[src/sv/gmd_pkg.sv]
// Shared types and constants for the gyro motionless detector.
// Depends on nothing; gmd_axis, gmd_timer and the top level in sv/ use it by scoped names.
`default_nettype none

package gmd_pkg;

  localparam int AXES_DEFAULT = 3;

  localparam int SAMPLE_W = 16;
  localparam int DT_W     = 8;
  localparam int ACCUM_W  = 9;
  localparam int TIMER_W  = 9;
  localparam int STILL_W  = 8;
  localparam int COUNT_W  = 2;
  localparam int INDEX_W  = 2;
  localparam int DATA_W   = 9;

  // |diff| * gain fits in 18 bits; accumulator plus that in 19
  localparam int MAG_W  = 16;
  localparam int STEP_W = 18;
  localparam int SUM_W  = 19;

  localparam int DIFF_GAIN = 3;

  localparam logic [ACCUM_W-1:0] ACCUM_RESET = 9'd500;
  localparam logic [TIMER_W-1:0] TIMER_MAX   = 9'd511;

  localparam logic [ACCUM_W-1:0] CEILING_RESET   = 9'd200;
  localparam logic [ACCUM_W-1:0] THRESHOLD_RESET = 9'd5;
  localparam logic [STILL_W-1:0] STILL_RESET     = 8'd100;

  // configuration register indexes
  localparam logic [INDEX_W-1:0] REG_ACCUM_CEILING      = 2'd0;
  localparam logic [INDEX_W-1:0] REG_ACTIVITY_THRESHOLD = 2'd1;
  localparam logic [INDEX_W-1:0] REG_STILL_TIME_MS      = 2'd2;

  typedef struct packed {
    logic [ACCUM_W-1:0] accum_ceiling;
    logic [ACCUM_W-1:0] activity_threshold;
    logic [STILL_W-1:0] still_time_ms;
  } cfg_t;

endpackage

`default_nettype wire

[src/sv/gmd_axis.sv]
// One axis lane: previous sample, leaky activity accumulator and its update.
// Depends on gmd_pkg.
`default_nettype none

module gmd_axis (
  input  wire logic                                clk,
  input  wire logic                                rst,
  input  wire logic                                update,
  input  wire logic signed [gmd_pkg::SAMPLE_W-1:0] sample,
  input  wire logic        [gmd_pkg::DT_W-1:0]     dt,
  input  wire gmd_pkg::cfg_t                       cfg,
  output logic                                     active
);

  logic signed [gmd_pkg::SAMPLE_W-1:0] prev_sample;
  logic        [gmd_pkg::ACCUM_W-1:0]  accum;
  logic        [gmd_pkg::ACCUM_W-1:0]  accum_next;

  logic signed [gmd_pkg::SAMPLE_W:0] diff;
  logic        [gmd_pkg::MAG_W-1:0]  mag;
  logic        [gmd_pkg::STEP_W-1:0] step;
  logic        [gmd_pkg::SUM_W-1:0]  sum;
  logic        [gmd_pkg::SUM_W-1:0]  leaked;

  always_comb begin
    diff = {sample[gmd_pkg::SAMPLE_W-1], sample}
         - {prev_sample[gmd_pkg::SAMPLE_W-1], prev_sample};
    mag  = diff[gmd_pkg::SAMPLE_W] ? gmd_pkg::MAG_W'(-diff)
                                   : diff[gmd_pkg::MAG_W-1:0];
    step = gmd_pkg::STEP_W'(mag * gmd_pkg::DIFF_GAIN);
    sum  = gmd_pkg::SUM_W'(accum) + gmd_pkg::SUM_W'(step);
    leaked = sum - gmd_pkg::SUM_W'(dt);
    // floor at zero, then clamp to ceiling
    if (sum < gmd_pkg::SUM_W'(dt)) begin
      accum_next = '0;
    end else if (leaked > gmd_pkg::SUM_W'(cfg.accum_ceiling)) begin
      accum_next = cfg.accum_ceiling;
    end else begin
      accum_next = leaked[gmd_pkg::ACCUM_W-1:0];
    end
    active = accum_next > cfg.activity_threshold;
  end

  always_ff @(posedge clk) begin
    if (rst) begin
      prev_sample <= '0;
      accum       <= gmd_pkg::ACCUM_RESET;
    end else if (update) begin
      prev_sample <= sample;
      accum       <= accum_next;
    end
  end

endmodule

`default_nettype wire

[src/sv/gmd_timer.sv]
// Stillness timer: cleared by any active axis, else adds dt and saturates.
// Depends on gmd_pkg.
`default_nettype none

module gmd_timer (
  input  wire logic                            clk,
  input  wire logic                            rst,
  input  wire logic                            update,
  input  wire logic                            any_active,
  input  wire logic [gmd_pkg::DT_W-1:0]        dt,
  input  wire logic [gmd_pkg::STILL_W-1:0]     still_time_ms,
  output logic                                 motionless
);

  logic [gmd_pkg::TIMER_W-1:0] timer;
  logic [gmd_pkg::TIMER_W-1:0] timer_next;
  logic [gmd_pkg::TIMER_W:0]   timer_sum;

  always_comb begin
    timer_sum = (gmd_pkg::TIMER_W+1)'(timer) + (gmd_pkg::TIMER_W+1)'(dt);
    if (any_active) begin
      timer_next = '0;
    end else if (timer_sum > (gmd_pkg::TIMER_W+1)'(gmd_pkg::TIMER_MAX)) begin
      timer_next = gmd_pkg::TIMER_MAX;
    end else begin
      timer_next = timer_sum[gmd_pkg::TIMER_W-1:0];
    end
    motionless = timer_next > gmd_pkg::TIMER_W'(still_time_ms);
  end

  always_ff @(posedge clk) begin
    if (rst) begin
      timer <= '0;
    end else if (update) begin
      timer <= timer_next;
    end
  end

endmodule

`default_nettype wire

[src/sv/gyro_motionless_detector.sv]
// Gyro motionless detector: input register, per-axis lanes, stillness timer,
// result register. An input transaction loads the input register; the item
// then moves on into the result register, where it is presented as valid.
// Throughput one transaction per cycle; the only thing that holds the input
// back is a stalled, full result register.
// Reset (rst, synchronous): pipeline empty, accumulators 500, samples and
// timer 0, registers at ceiling 200, threshold 5, still time 100 ms.
`default_nettype none

module gyro_motionless_detector #(
  parameter int AXES = gmd_pkg::AXES_DEFAULT  // 1..3; lanes use gyro_x, _y, _z in order
) (
  input  wire logic                                clk,
  input  wire logic                                rst,
  // sample channel
  input  wire logic                                in_valid,
  output logic                                     in_stall,
  input  wire logic signed [gmd_pkg::SAMPLE_W-1:0] gyro_x,
  input  wire logic signed [gmd_pkg::SAMPLE_W-1:0] gyro_y,
  input  wire logic signed [gmd_pkg::SAMPLE_W-1:0] gyro_z,
  input  wire logic        [gmd_pkg::DT_W-1:0]     dt_ms,
  // result channel
  output logic                                     out_valid,
  input  wire logic                                out_stall,
  output logic                                     motionless,
  output logic             [gmd_pkg::COUNT_W-1:0]  active_axes,
  // configuration write channel
  input  wire logic                                cfg_valid,
  output logic                                     cfg_ready,
  input  wire logic        [gmd_pkg::INDEX_W-1:0]  cfg_index,
  input  wire logic        [gmd_pkg::DATA_W-1:0]   cfg_data
);

  // ---------------------------------------------------------------------
  // Configuration registers. Writes are always taken; an index past the
  // register list is dropped.
  // ---------------------------------------------------------------------
  gmd_pkg::cfg_t cfg;

  assign cfg_ready = 1'b1;

  always_ff @(posedge clk) begin
    if (rst) begin
      cfg.accum_ceiling      <= gmd_pkg::CEILING_RESET;
      cfg.activity_threshold <= gmd_pkg::THRESHOLD_RESET;
      cfg.still_time_ms      <= gmd_pkg::STILL_RESET;
    end else if (cfg_valid && cfg_ready) begin
      case (cfg_index)
        gmd_pkg::REG_ACCUM_CEILING:      cfg.accum_ceiling      <= cfg_data;
        gmd_pkg::REG_ACTIVITY_THRESHOLD: cfg.activity_threshold <= cfg_data;
        gmd_pkg::REG_STILL_TIME_MS: begin
          cfg.still_time_ms <= cfg_data[gmd_pkg::STILL_W-1:0];
        end
        default: ;
      endcase
    end
  end

  // ---------------------------------------------------------------------
  // Handshake. Stage 1 is the input register; it drains into the result
  // register whenever that register is empty or being taken this cycle.
  // State (samples, accumulators, timer) updates on that same edge, so the
  // next item in stage 1 already sees it: no bubble needed.
  // ---------------------------------------------------------------------
  logic s1_valid;
  logic advance;   // result register can load
  logic take;      // input transaction this cycle
  logic fire;      // stage 1 item processed this cycle

  assign advance  = !out_valid || !out_stall;
  assign in_stall = s1_valid && !advance;
  assign take     = in_valid && !in_stall;
  assign fire     = s1_valid && advance;

  always_ff @(posedge clk) begin
    if (rst) begin
      s1_valid <= 1'b0;
    end else if (take || fire) begin
      s1_valid <= take;
    end
  end

  // input payload register
  logic signed [gmd_pkg::SAMPLE_W-1:0] s1_gyro [AXES];
  logic        [gmd_pkg::DT_W-1:0]     s1_dt;
  logic        [AXES-1:0]              lane_active;

  always_ff @(posedge clk) begin
    if (take) begin
      s1_dt <= dt_ms;
    end
  end

  genvar g;
  generate
    for (g = 0; g < AXES; g++) begin : g_lane
      logic signed [gmd_pkg::SAMPLE_W-1:0] lane_in;

      assign lane_in = (g == 0) ? gyro_x : (g == 1) ? gyro_y : gyro_z;

      always_ff @(posedge clk) begin
        if (take) begin
          s1_gyro[g] <= lane_in;
        end
      end

      gmd_axis u_axis (
        .clk    (clk),
        .rst    (rst),
        .update (fire),
        .sample (s1_gyro[g]),
        .dt     (s1_dt),
        .cfg    (cfg),
        .active (lane_active[g])
      );
    end
  endgenerate

  // count of moving axes for this item
  logic [gmd_pkg::COUNT_W-1:0] active_count;

  always_comb begin
    active_count = '0;
    for (int i = 0; i < AXES; i++) begin
      active_count = active_count + gmd_pkg::COUNT_W'(lane_active[i]);
    end
  end

  logic motionless_next;

  gmd_timer u_timer (
    .clk           (clk),
    .rst           (rst),
    .update        (fire),
    .any_active    (|lane_active),
    .dt            (s1_dt),
    .still_time_ms (cfg.still_time_ms),
    .motionless    (motionless_next)
  );

  // ---------------------------------------------------------------------
  // Result register
  // ---------------------------------------------------------------------
  always_ff @(posedge clk) begin
    if (rst) begin
      out_valid <= 1'b0;
    end else if (advance) begin
      out_valid <= s1_valid;
    end
  end

  always_ff @(posedge clk) begin
    if (fire) begin
      motionless  <= motionless_next;
      active_axes <= active_count;
    end
  end

endmodule

`default_nettype wire

[config.mk]
export PLATFORM = sky130hd
export DESIGN_NAME = gyro_motionless_detector
export DESIGN_NICKNAME = d
export VERILOG_FILES = /design/src/sv/gmd_pkg.sv /design/src/sv/gmd_axis.sv /design/src/sv/gmd_timer.sv /design/src/sv/gyro_motionless_detector.sv
export SDC_FILE = /design/constraint.sdc
export NUM_CORES = 1
export LEC_CHECK = 0
export BUFFER_PORTS_ARGS = -buffer_cell sky130_fd_sc_hd__buf_4
export CAP_MARGIN = 20
export CORE_ASPECT_RATIO = 1.75
export CORE_MARGIN = 5
export CORE_UTILIZATION = 45
export CTS_CLUSTER_SIZE = 40
export DETAILED_ROUTE_END_ITERATION = 8
export HOLD_SLACK_MARGIN = 0.08
export PLACE_DENSITY = 0.67
export SLEW_MARGIN = 20
export SYNTH_ARGS = -nofsm -noshare
export SYNTH_HDL_FRONTEND = slang
export SYNTH_HIERARCHICAL = 1
export SYNTH_SLANG_ARGS = --single-unit
[constraint.sdc]
create_clock -name clk -period 10.1 [get_ports clk]
set_input_delay 0.505 -clock clk [delete_from_list [all_inputs] [get_ports clk]]
set_output_delay 0.505 -clock clk [all_outputs]
set_load 0.005 [all_outputs]
==> results_dict.tcl, run 1 <==
set metrics [dict create \
    synthCells 2156 \
    die-area_um2 44600 \
    cts.path.max_buffers 2 \
    port_buffers 76 \
    slew_violations 0 \
    gr-total-overflow 0 \
    ys_seq_area_frac 0.221 \
    period_share 0.988 \
    dp_cells 2779 \
    synth_area_per_cell_um2 8.42 \
    cp-end-kind "flip-flop" \
    cts_buffers 17 \
    die_height_um 276 \
    chipWidth_um 162 \
    first_iter_violations 761 \
    ys_warn_count 6 \
    cp_top_family "compound AO/OA/AOI/OAI gates" \
    htree_levels 4 \
    cpMostUsedCell "o21a_1" \
    grt_max_degree 85 \
    max-slew-margin-rel 0.325 \
    critical_path_depth 51 \
    worst_path_max_delay_cell "fa_1" \
    hpwlAfterDp_mm 37.8 \
    core_area_um2 40100 \
    synth_compound_area_frac 0.239 \
    cpPeakStageDelay_ns 0.53 \
    worst_pin_slew_ns 1.01 \
    diodes 0 \
    crit_required_ns 10.30 \
    num_vias 16400 \
    async_flop_share 0 \
    yosys.area_share.simple 0.178 \
    initial_core_util 0.454 \
    grt_pass1_vias 16700 \
    netlist_area_um2 18200 \
    cp_max_fo 5 \
    leakage_nw 9.30 \
    viasPerCell 5.75 \
    ios 78 \
    cap_violations 0 \
    avgRoutedWirePerCell_um 17.2 \
    drt_wl_total_mm 49.1 \
    worstSkewPairLatency_ns 0.47 \
    synth_fa_ha_area_frac 0.176 \
    globalplace.congestion 0.959 \
    startpoint "s1_gyro[0][0]$_DFFE_PP_" \
    remaining_drc_errors 0 \
    ir_drop_v 0.000331 \
    worstHoldStart "gyro_x[13]" \
    startpoint_type "flip-flop" \
    hold_violations 0 \
    finalNonFillerCells 2851 \
    hold_path_class "in -> reg" \
    p_per_area_nw_per_um2 353 \
    cts.clk_slew.worst_paths_ns 0.08 \
    cts_sinks 171 \
    antenna_found_initial 0 \
    reg2reg_depth 51 \
    outcome "complete, no violations" \
    critPathArrivalTime_ns 10.18 \
    setup_tns_ns 0 \
    synth.net_count 2474 \
    fin_skew_ns 0.0183 \
    drt_pass1_iterations 6 \
    crit_buf_inv 2 \
    setup_violations 0 \
    synth_enable_flop_cells 59 \
    hold_path_depth 1 \
    reg2reg_from "s1_gyro[0][0]$_DFFE_PP_" \
    grt.total_usage 0.212 \
    grt_pass1_wl_mm 78.1 \
    rsz0062_at_grt "true" \
    synth_ff_type "dfxtp_1" \
    cts_tree "built" \
    final_nets 2661 \
    finalCriticalPeriod_ns 9.98 \
    timing.fmax_mhz 100 \
    root_buffer "clkbuf_16" \
    drive_gt1_frac 0.204 \
    crit_type "reg -> reg" \
    synth_xor_area_frac 0.0583 \
    postRouteAntennaNets 0 \
    synth_top_family_by_area "compound AO/OA/AOI/OAI gates" \
    rows 97 \
    synth_cell_types 108 \
    synth-seq-cells 171 \
    cts_hold_buf 0 \
    synth.area.mux_share 0.0597 \
    areaGrowthSynthToFinish_pct 18.9 \
]
report_power, final:
| part | switching [W] | internal, W |
|---|---|---|
| Clock | 0.000326 | 0.000352 |
| Combinational | 0.00325 | 0.00292 |
| Sequential | 0.0000336 | 0.000752 |
| Total | 0.00361 | 0.00402 |
cell usage after synthesis (all sizes together) (13+ instances only):
cell type / number / area (µm²)
xor2: 53 / 472
a31oi: 22 / 150
or3: 18 / 118
o21bai: 15 / 116
clkbuf: 23 / 86.3
fa: 17 / 340
mux2i: 105 / 1050
a211oi: 15 / 118
nand2: 105 / 399
o21ai: 125 / 629
inv: 217 / 815
o2111ai: 13 / 120
and2: 22 / 140
xnor2: 67 / 587
nand4: 14 / 100
nor2b: 46 / 303
and3: 23 / 144
a21o: 54 / 405
nand3: 47 / 240
a21oi: 106 / 564
buf: 46 / 332
ha: 229 / 2870
a221oi: 16 / 195
dfxtp: 112 / 2240
nor2: 207 / 795
edfxtp: 59 / 1770
o31ai: 34 / 305
a211o: 13 / 131
o211ai: 29 / 223
nand2b: 73 / 472
o21a: 44 / 330
nor3: 24 / 120
layer usage:
| layer | vias up | part of all wire | wire length (µm) | global-route usage |
|---|---|---|---|---|
| met5 | - | 0 | 0 | 0 |
| met4 | 0 | 0.057 | 2780 | 0.120 |
| met3 | 140 | 0.031 | 1530 | 0.0258 |
| met2 | 346 | 0.54 | 26500 | 0.416 |
| met1 | 7756 | 0.37 | 18300 | 0.211 |
| li1 | 8139 | - | - | - |
path summary, 6_finish.rpt:
kind              slack [ns]                            end
setup / recovery        0.12           motionless$_DFFE_PP_
hold / removal          0.20       s1_gyro[0][13]$_DFFE_PP_
setup reg to reg        0.12           motionless$_DFFE_PP_
hold reg to reg         0.46  u_timer/timer[3]$_SDFFE_PP0P_
through the flow:
step | total power (W) | setup slack (ns) | util | area, µm² | hold WS, ns
floorplan | 0.00440 | 0.0938 | - | 18200 | 0.429
global placement | 0.00559 | -0.547 | 0.496 | 19900 | 0.438
detailed placement | 0.00574 | -0.803 | 0.496 | 19900 | 0.450
CTS | 0.00657 | 0.00400 | 0.516 | 20700 | 0.188
global route | 0.00829 | -0.338 | 0.539 | 21600 | 0.191
finish | 0.00763 | 0.117 | 0.539 | 21600 | 0.202
cells in the final DEF, fill, tap and decap left out, types with 10 or more instances in the layout:
| cell | n |
|---|---|
| a211o_1 | 11 |
| a211oi_1 | 11 |
| a21o_1 | 54 |
| a21oi_1 | 87 |
| a21oi_2 | 18 |
| a31oi_1 | 19 |
| and2_1 | 18 |
| and3_1 | 22 |
| buf_4 | 232 |
| clkbuf_16 | 17 |
| dfxtp_1 | 112 |
| edfxtp_1 | 59 |
| fa_1 | 11 |
| ha_1 | 208 |
| ha_4 | 16 |
| inv_1 | 213 |
| mux2i_1 | 100 |
| nand2_1 | 98 |
| nand2b_1 | 71 |
| nand3_1 | 44 |
| nand4_1 | 12 |
| nor2_1 | 195 |
| nor2b_1 | 37 |
| nor3_1 | 21 |
| o2111ai_1 | 12 |
| o211a_1 | 10 |
| o211ai_1 | 28 |
| o21a_1 | 43 |
| o21ai_0 | 66 |
| o21ai_1 | 45 |
| o21ai_2 | 11 |
| o21bai_1 | 12 |
| o31ai_1 | 21 |
| or3_1 | 14 |
| xnor2_1 | 61 |
| xor2_1 | 46 |
registers in the layout (all words and copies together), names as in the netlist:
register and count:
s1_gyro 48, g_lane.u_axis/accum 27, out_valid 1, s1_dt 8, s1_valid 1, motionless 1
u_timer/timer 9, cfg 26, g_lane.u_axis/prev_sample 48, active_axes 2
what timing repair did:
item,in CTS,in global routing
hold endpoints to repair,0,0
pin swaps,11,72
gates cloned,0,1
gates resized for setup,40,146
buffers inserted,7,32
setup endpoints to repair,10,11
cell type report:
cell class	count	area, µm²
Multi-Input combinational cell	1699	13800
Sequential cell	171	4010
Clock inverter	15	178
Fill cell	3644	18400
Inverter	217	815
Clock buffer	17	425
Timing Repair Buffer	237	1790
Tap cell	495	619
cell families after synthesis:
group                      count (synthesis)
AOI/OAI and AO/OA                        596
buffers and inverters                    286
muxes                                    108
adders and majority gates                246
xor gates and xnor gates                 120
DFF                                      171
other                                      1
and+or+nand+nor                          628
No activity file was read; power rests on OpenSTA's default activity.
==> run 2: changes to the inputs <==
--- a/config.mk
+++ b/config.mk
@@ -5,7 +5,7 @@
 export SDC_FILE = /design/constraint.sdc
 export NUM_CORES = 1
 export LEC_CHECK = 0
-export BUFFER_PORTS_ARGS = -buffer_cell sky130_fd_sc_hd__buf_4
+export BUFFER_PORTS_ARGS = -buffer_cell sky130_fd_sc_hd__buf_2
 export CAP_MARGIN = 20
 export CORE_ASPECT_RATIO = 1.75
 export CORE_MARGIN = 5
==> constraint.sdc (replaced) <==
create_clock -name clk -period 10.1 [get_ports clk]
set_input_delay 1.01 -clock clk [delete_from_list [all_inputs] [get_ports clk]]
set_output_delay 1.01 -clock clk [all_outputs]
set_load 0.005 [all_outputs]
==> results_dict.tcl, run 2 (same netlist as run 1, synthesis figures left out) <==
set metrics [dict create \
    hold_path_class "reg -> reg" \
    worst_pin_slew_ns 0.998 \
    remaining_drc_errors 0 \
    viasPerCell 5.80 \
    cp-end-kind "flip-flop" \
    fin_skew_ns 0.0121 \
    cts_buffers 17 \
    grt_pass1_vias 16400 \
    hpwlAfterDp_mm 37.8 \
    p_per_area_nw_per_um2 334 \
    cpPeakStageDelay_ns 0.55 \
    met3_length_mm 1.61 \
    postRouteAntennaNets 0 \
    startpoint_type "flip-flop" \
    ios 78 \
    first_iter_violations 785 \
    seq_power_share 0.112 \
    place_area_um2 19800 \
    drt_pass1_iterations 6 \
    finalCriticalPeriod_ns 10.00 \
    r2r_slack_ns 0.1 \
    intPower_w 0.00372 \
    cp_top_family "compound AO/OA/AOI/OAI gates" \
    wl_met2_mm 26.4 \
    dp_cells 2790 \
    cts.clk_slew.worst_paths_ns 0.08 \
    die-area_um2 44600 \
    timing.fmax_mhz 100 \
    chipWidth_um 162 \
    crit_required_ns 10.29 \
    final_cell_mix "inv_1 (216), ha_1 (215), nor2_1 (201), buf_4 (151), dfxtp_1 (112)" \
    setup_violations 0 \
    initial_core_util 0.454 \
    cp_max_fo 6 \
    pwr-share-comb 0.788 \
    areaGrowthSynthToFinish_pct 16.0 \
    cpMostUsedCell "ha_1" \
    top_regs "g_lane.u_axis/prev_sample (48), s1_gyro (48), g_lane.u_axis/accum (27)" \
    cts_sinks 171 \
    port_buffers 76 \
    rsz0062_at_grt "true" \
    globalplace.congestion 0.947 \
    antenna_found_initial 0 \
    die_height_um 276 \
    drt_wl_total_mm 48.6 \
    gr-total-overflow 0 \
    hold_ws_ns 0.456 \
    critPathArrivalTime_ns 10.19 \
    cts_tree "built" \
    grt.total_usage 0.210 \
    cts.path.max_buffers 2 \
    cts_hold_buf 0 \
    max-slew-margin-rel 0.332 \
    grt_pass1_wl_mm 76.9 \
    met1_length_mm 18.2 \
    sw_frac_of_total 0.471 \
    period_share 0.990 \
    worstSkewPairLatency_ns 0.46 \
    rows 97 \
    leakage_nw 9.16 \
    cap_violations 0 \
    nFillCells 3709 \
    num_vias 16500 \
    hold_violations 0 \
    layout_commonest_cell "inv_1" \
    ir_drop_v 0.000262 \
    crit_buf_inv 3 \
    final_nets 2656 \
    slew_violations 0 \
    clkPwrFrac 0.100 \
    final_area_um2 21100 \
    root_buffer "clkbuf_16" \
    drive_gt1_frac 0.181 \
    power_w 0.00704 \
    highest_layer "met4" \
    avgRoutedWirePerCell_um 17.1 \
    finalNonFillerCells 2846 \
    core_area_um2 40100 \
    worst_path_max_delay_cell "fa_2" \
    grt_max_degree 81 \
    p_sw_w 0.00332 \
    outcome "complete, no violations" \
    htree_levels 4 \
    diodes 0 \
    crit_type "reg -> reg" \
]
==> run 2: cell types whose count changed in the layout (fill, tap and decap cells not counted), sizes merged <==
cell / change
bufinv: -1
clkinv: -3
buf: -5
clkinvlp: -2
clkbuf: +2
inv: +4
==> run 2: final timing paths <==
check / start / to / cells past startpoint
min: u_timer/timer[2]$_SDFFE_PP0P_ / u_timer/timer[2]$_SDFFE_PP0P_ / 2
max reg2reg: s1_gyro[0][16]$_DFFE_PP_ / motionless$_DFFE_PP_ / 50
max: s1_gyro[0][16]$_DFFE_PP_ / motionless$_DFFE_PP_ / 50
min reg2reg: u_timer/timer[2]$_SDFFE_PP0P_ / u_timer/timer[2]$_SDFFE_PP0P_ / 2
==> run 2: final cells by class <==
| cell class | count | area [µm²] | area share |
|---|---|---|---|
| clock buffer | 19 | 464 | 0.0220 |
| timing repair buffer | 232 | 1580 | 0.0748 |
| tap | 495 | 619 | 0.0294 |
| sequential | 171 | 4010 | 0.191 |
| multi-input combinational | 1699 | 13400 | 0.637 |
| inverter | 217 | 815 | 0.0387 |
| clock inverter | 13 | 159 | 0.00754 |
==> run 2: tightest hold or removal path: cells and delay by family, from the launching register on <==
kind / cells / cell delay (ns)
flip-flops: 1 / 0.32
AND/OR/NAND/NOR: 1 / 0.05
AO/OA/AOI/OAI: 1 / 0.05
==> run 2: routing by layer <==
layer | up-vias | GRT usage
li1 | 8150 | -
met1 | 7847 | 0.207
met2 | 357 | 0.417
met3 | 153 | 0.0303
met4 | 0 | 0.110
met5 | - | 0
==> run 2: repair_timing <==
action | 4_1_cts | 5_1_grt
endpoints found under the setup margin | 1 | 10
pin swaps | 11 | 41
gates resized for setup | 30 | 89
buffers inserted | 6 | 18
==> run 2: power by group through the flow <==
stage | clock (W) | combinational (W) | sequential (W)
5_1_grt | 0.000751 | 0.00616 | 0.000790
6_report | 0.000707 | 0.00555 | 0.000785
2_1_floorplan | 0 | 0.00362 | 0.000785
3_5_place_dp | 0 | 0.00491 | 0.000801
4_1_cts | 0.000726 | 0.00506 | 0.000785
3_3_place_gp | 0 | 0.00478 | 0.000800
==> run 2: stage by stage <==
step	setup TNS [ns]	worst slack, ns	util
global placement	-0.0797	-0.0797	0.493
finish	0	0.0996	0.526
global route	-0.435	-0.435	0.526
floorplan	0	0.0938	-
CTS	0	0.00171	0.512
detailed placement	-0.460	-0.460	0.493
==> run 3: changes to the inputs <==
--- a/config.mk
+++ b/config.mk
@@ -9,11 +9,11 @@
 export CAP_MARGIN = 20
 export CORE_ASPECT_RATIO = 1.75
 export CORE_MARGIN = 5
-export CORE_UTILIZATION = 45
+export CORE_UTILIZATION = 55
 export CTS_CLUSTER_SIZE = 40
 export DETAILED_ROUTE_END_ITERATION = 8
 export HOLD_SLACK_MARGIN = 0.08
-export PLACE_DENSITY = 0.67
+export PLACE_DENSITY = 0.78
 export SLEW_MARGIN = 20
 export SYNTH_ARGS = -nofsm -noshare
 export SYNTH_HDL_FRONTEND = slang
==> results_dict.tcl, run 3 (same netlist as run 1, synthesis figures left out) <==
set metrics [dict create \
    initial_core_util 0.554 \
    cp_max_fo 8 \
    chipWidth_um 147 \
    seq_power_share 0.105 \
    intPower_w 0.00397 \
    cpPeakStageDelay_ns 0.45 \
    ir_drop_v 0.000305 \
    p_sw_w 0.00354 \
    grt_pass1_vias 16900 \
    hold_path_class "reg -> reg" \
    final_cell_mix "inv_1 (213), ha_1 (210), nor2_1 (197), buf_4 (167), dfxtp_1 (112)" \
    final_nets 2672 \
    cts_tree "built" \
    cts_buffers 17 \
    worstSkewPairLatency_ns 0.46 \
    dp_cells 2702 \
    gr-total-overflow 0 \
    root_buffer "clkbuf_16" \
    period_share 0.992 \
    port_buffers 76 \
    avgRoutedWirePerCell_um 17.8 \
    critPathArrivalTime_ns 10.22 \
    viasPerCell 6.08 \
    pwr-share-comb 0.809 \
    setup_tns_ns 0 \
    fin_skew_ns 0.0125 \
    globalplace.congestion 0.914 \
    crit_required_ns 10.30 \
    areaGrowthSynthToFinish_pct 16.6 \
    cap_violations 0 \
    hold_violations 0 \
    grt_pass1_wl_mm 77.9 \
    fin_util 0.646 \
    num_vias 16900 \
    worst_pin_slew_ns 1.06 \
    first_iter_violations 727 \
    grt.total_usage 0.254 \
    cts_hold_buf 0 \
    cts.clk_slew.worst_paths_ns 0.07 \
    p_per_area_nw_per_um2 355 \
    grt_max_degree 97 \
    cpMostUsedCell "ha_1" \
    finalNonFillerCells 2772 \
    drive_gt1_frac 0.199 \
    setup_violations 0 \
    antenna_found_initial 1 \
    htree_levels 4 \
    hpwlAfterDp_mm 37.2 \
    drt_pass1_iterations 5 \
    cts_sinks 171 \
    timing.fmax_mhz 99.8 \
    sw_frac_of_total 0.471 \
    crit_type "reg -> reg" \
    cp-end-kind "flip-flop" \
    setup_ws_ns 0.0794 \
    nFillCells 2664 \
    die_height_um 250 \
    leakage_nw 9.26 \
    slew_violations 0 \
    remaining_drc_errors 0 \
    core_area_um2 32800 \
    rows 88 \
    finalCriticalPeriod_ns 10.02 \
    dpl_worst_slack_ns -0.410 \
    startpoint_type "flip-flop" \
    rsz0062_at_grt "true" \
    ios 78 \
    worst_path_max_delay_cell "or3_4" \
    cts.path.max_buffers 2 \
    max-slew-margin-rel 0.289 \
    outcome "complete, no violations" \
    clkPwrFrac 0.086 \
    diodes 0 \
    die-area_um2 36900 \
    top_regs "g_lane.u_axis/prev_sample (48), s1_gyro (48), g_lane.u_axis/accum (27)" \
    layout_commonest_cell "inv_1" \
    postRouteAntennaNets 0 \
    drt_wl_total_mm 49.3 \
]
## run 3: changes by cell type in the layout (fill, tap and decap cells not counted), moves of 4 or more
cell | before | now
o21ai_0 | 71 | 63
a21oi_1 | 96 | 88
xnor2_2 | 0 | 6
nor2_1 | 201 | 197
a21oi_2 | 9 | 17
ha_1 | 215 | 210
buf_4 | 151 | 167
xnor2_1 | 67 | 61
o21ai_1 | 44 | 52
ha_2 | 4 | 10
## run 3: critical path, delay by kind of cell (launching register included)
| family | cells | cell delay (ns) |
|---|---|---|
| adder cells (fa/ha/maj) | 8 | 1.99 |
| flip-flops | 1 | 0.41 |
| buffers and inverters | 5 | 0.78 |
| AO/OA/AOI/OAI | 21 | 3.35 |
| AND/OR/NAND/NOR | 17 | 2.38 |
| multiplexers | 1 | 0.23 |
| XOR/XNOR | 4 | 0.58 |
## run 3: worst paths after layout
path | startpoint | depth (start not counted) | endpoint | slack (ns)
min | u_timer/timer[6]$_SDFFE_PP0P_ | 1 | u_timer/timer[6]$_SDFFE_PP0P_ | 0.46
max | s1_gyro[0][32]$_DFFE_PP_ | 56 | motionless$_DFFE_PP_ | 0.08
max reg2reg | s1_gyro[0][32]$_DFFE_PP_ | 56 | motionless$_DFFE_PP_ | 0.08
min reg2reg | u_timer/timer[6]$_SDFFE_PP0P_ | 1 | u_timer/timer[6]$_SDFFE_PP0P_ | 0.46
## run 3: per-stage QoR
step / power [W] / area (µm²) / hold WS [ns]
2_1_floorplan: 0.00440 / 18200 / 0.429
6_report: 0.00751 / 21200 / 0.462
5_1_grt: 0.00815 / 21200 / 0.488
4_1_cts: 0.00654 / 20300 / 0.462
3_3_place_gp: 0.00564 / 19700 / 0.438
3_5_place_dp: 0.00581 / 19700 / 0.448
## run 3: area by class of cell
cell class	instances	area (µm²)	share of cell area
tap	405	507	0.0239
inverter	217	815	0.0385
multi-input combinational	1699	13600	0.642
clock inverter	13	129	0.00608
clock buffer	19	433	0.0204
timing repair buffer	248	1690	0.0798
sequential	171	4010	0.189
## run 3: timing repair
| item | in CTS | in global routing |
|---|---|---|
| gates cloned | 0 | 2 |
| setup endpoints to repair | 1 | 10 |
| resized for setup | 22 | 147 |
| setup buffers | 2 | 34 |
| pin swaps | 2 | 83 |
## run 3: routing by layer
layer	part of all wire	GRT usage	wire length, µm	up-vias
met3	0.033	0.0349	1600	225
met1	0.35	0.241	17400	7959
li1	-	-	-	8177
met4	0.074	0.175	3670	2
met2	0.54	0.494	26500	489
met5	0.00035	0	17	-
## run 3: power by group through the flow
stage,combinational [W],sequential (W),clock [W]
3_3_place_gp,0.00484,0.000798,0
3_5_place_dp,0.00501,0.000800,0
5_1_grt,0.00667,0.000789,0.000688
4_1_cts,0.00510,0.000784,0.000662
2_1_floorplan,0.00362,0.000785,0
6_report,0.00608,0.000786,0.000646
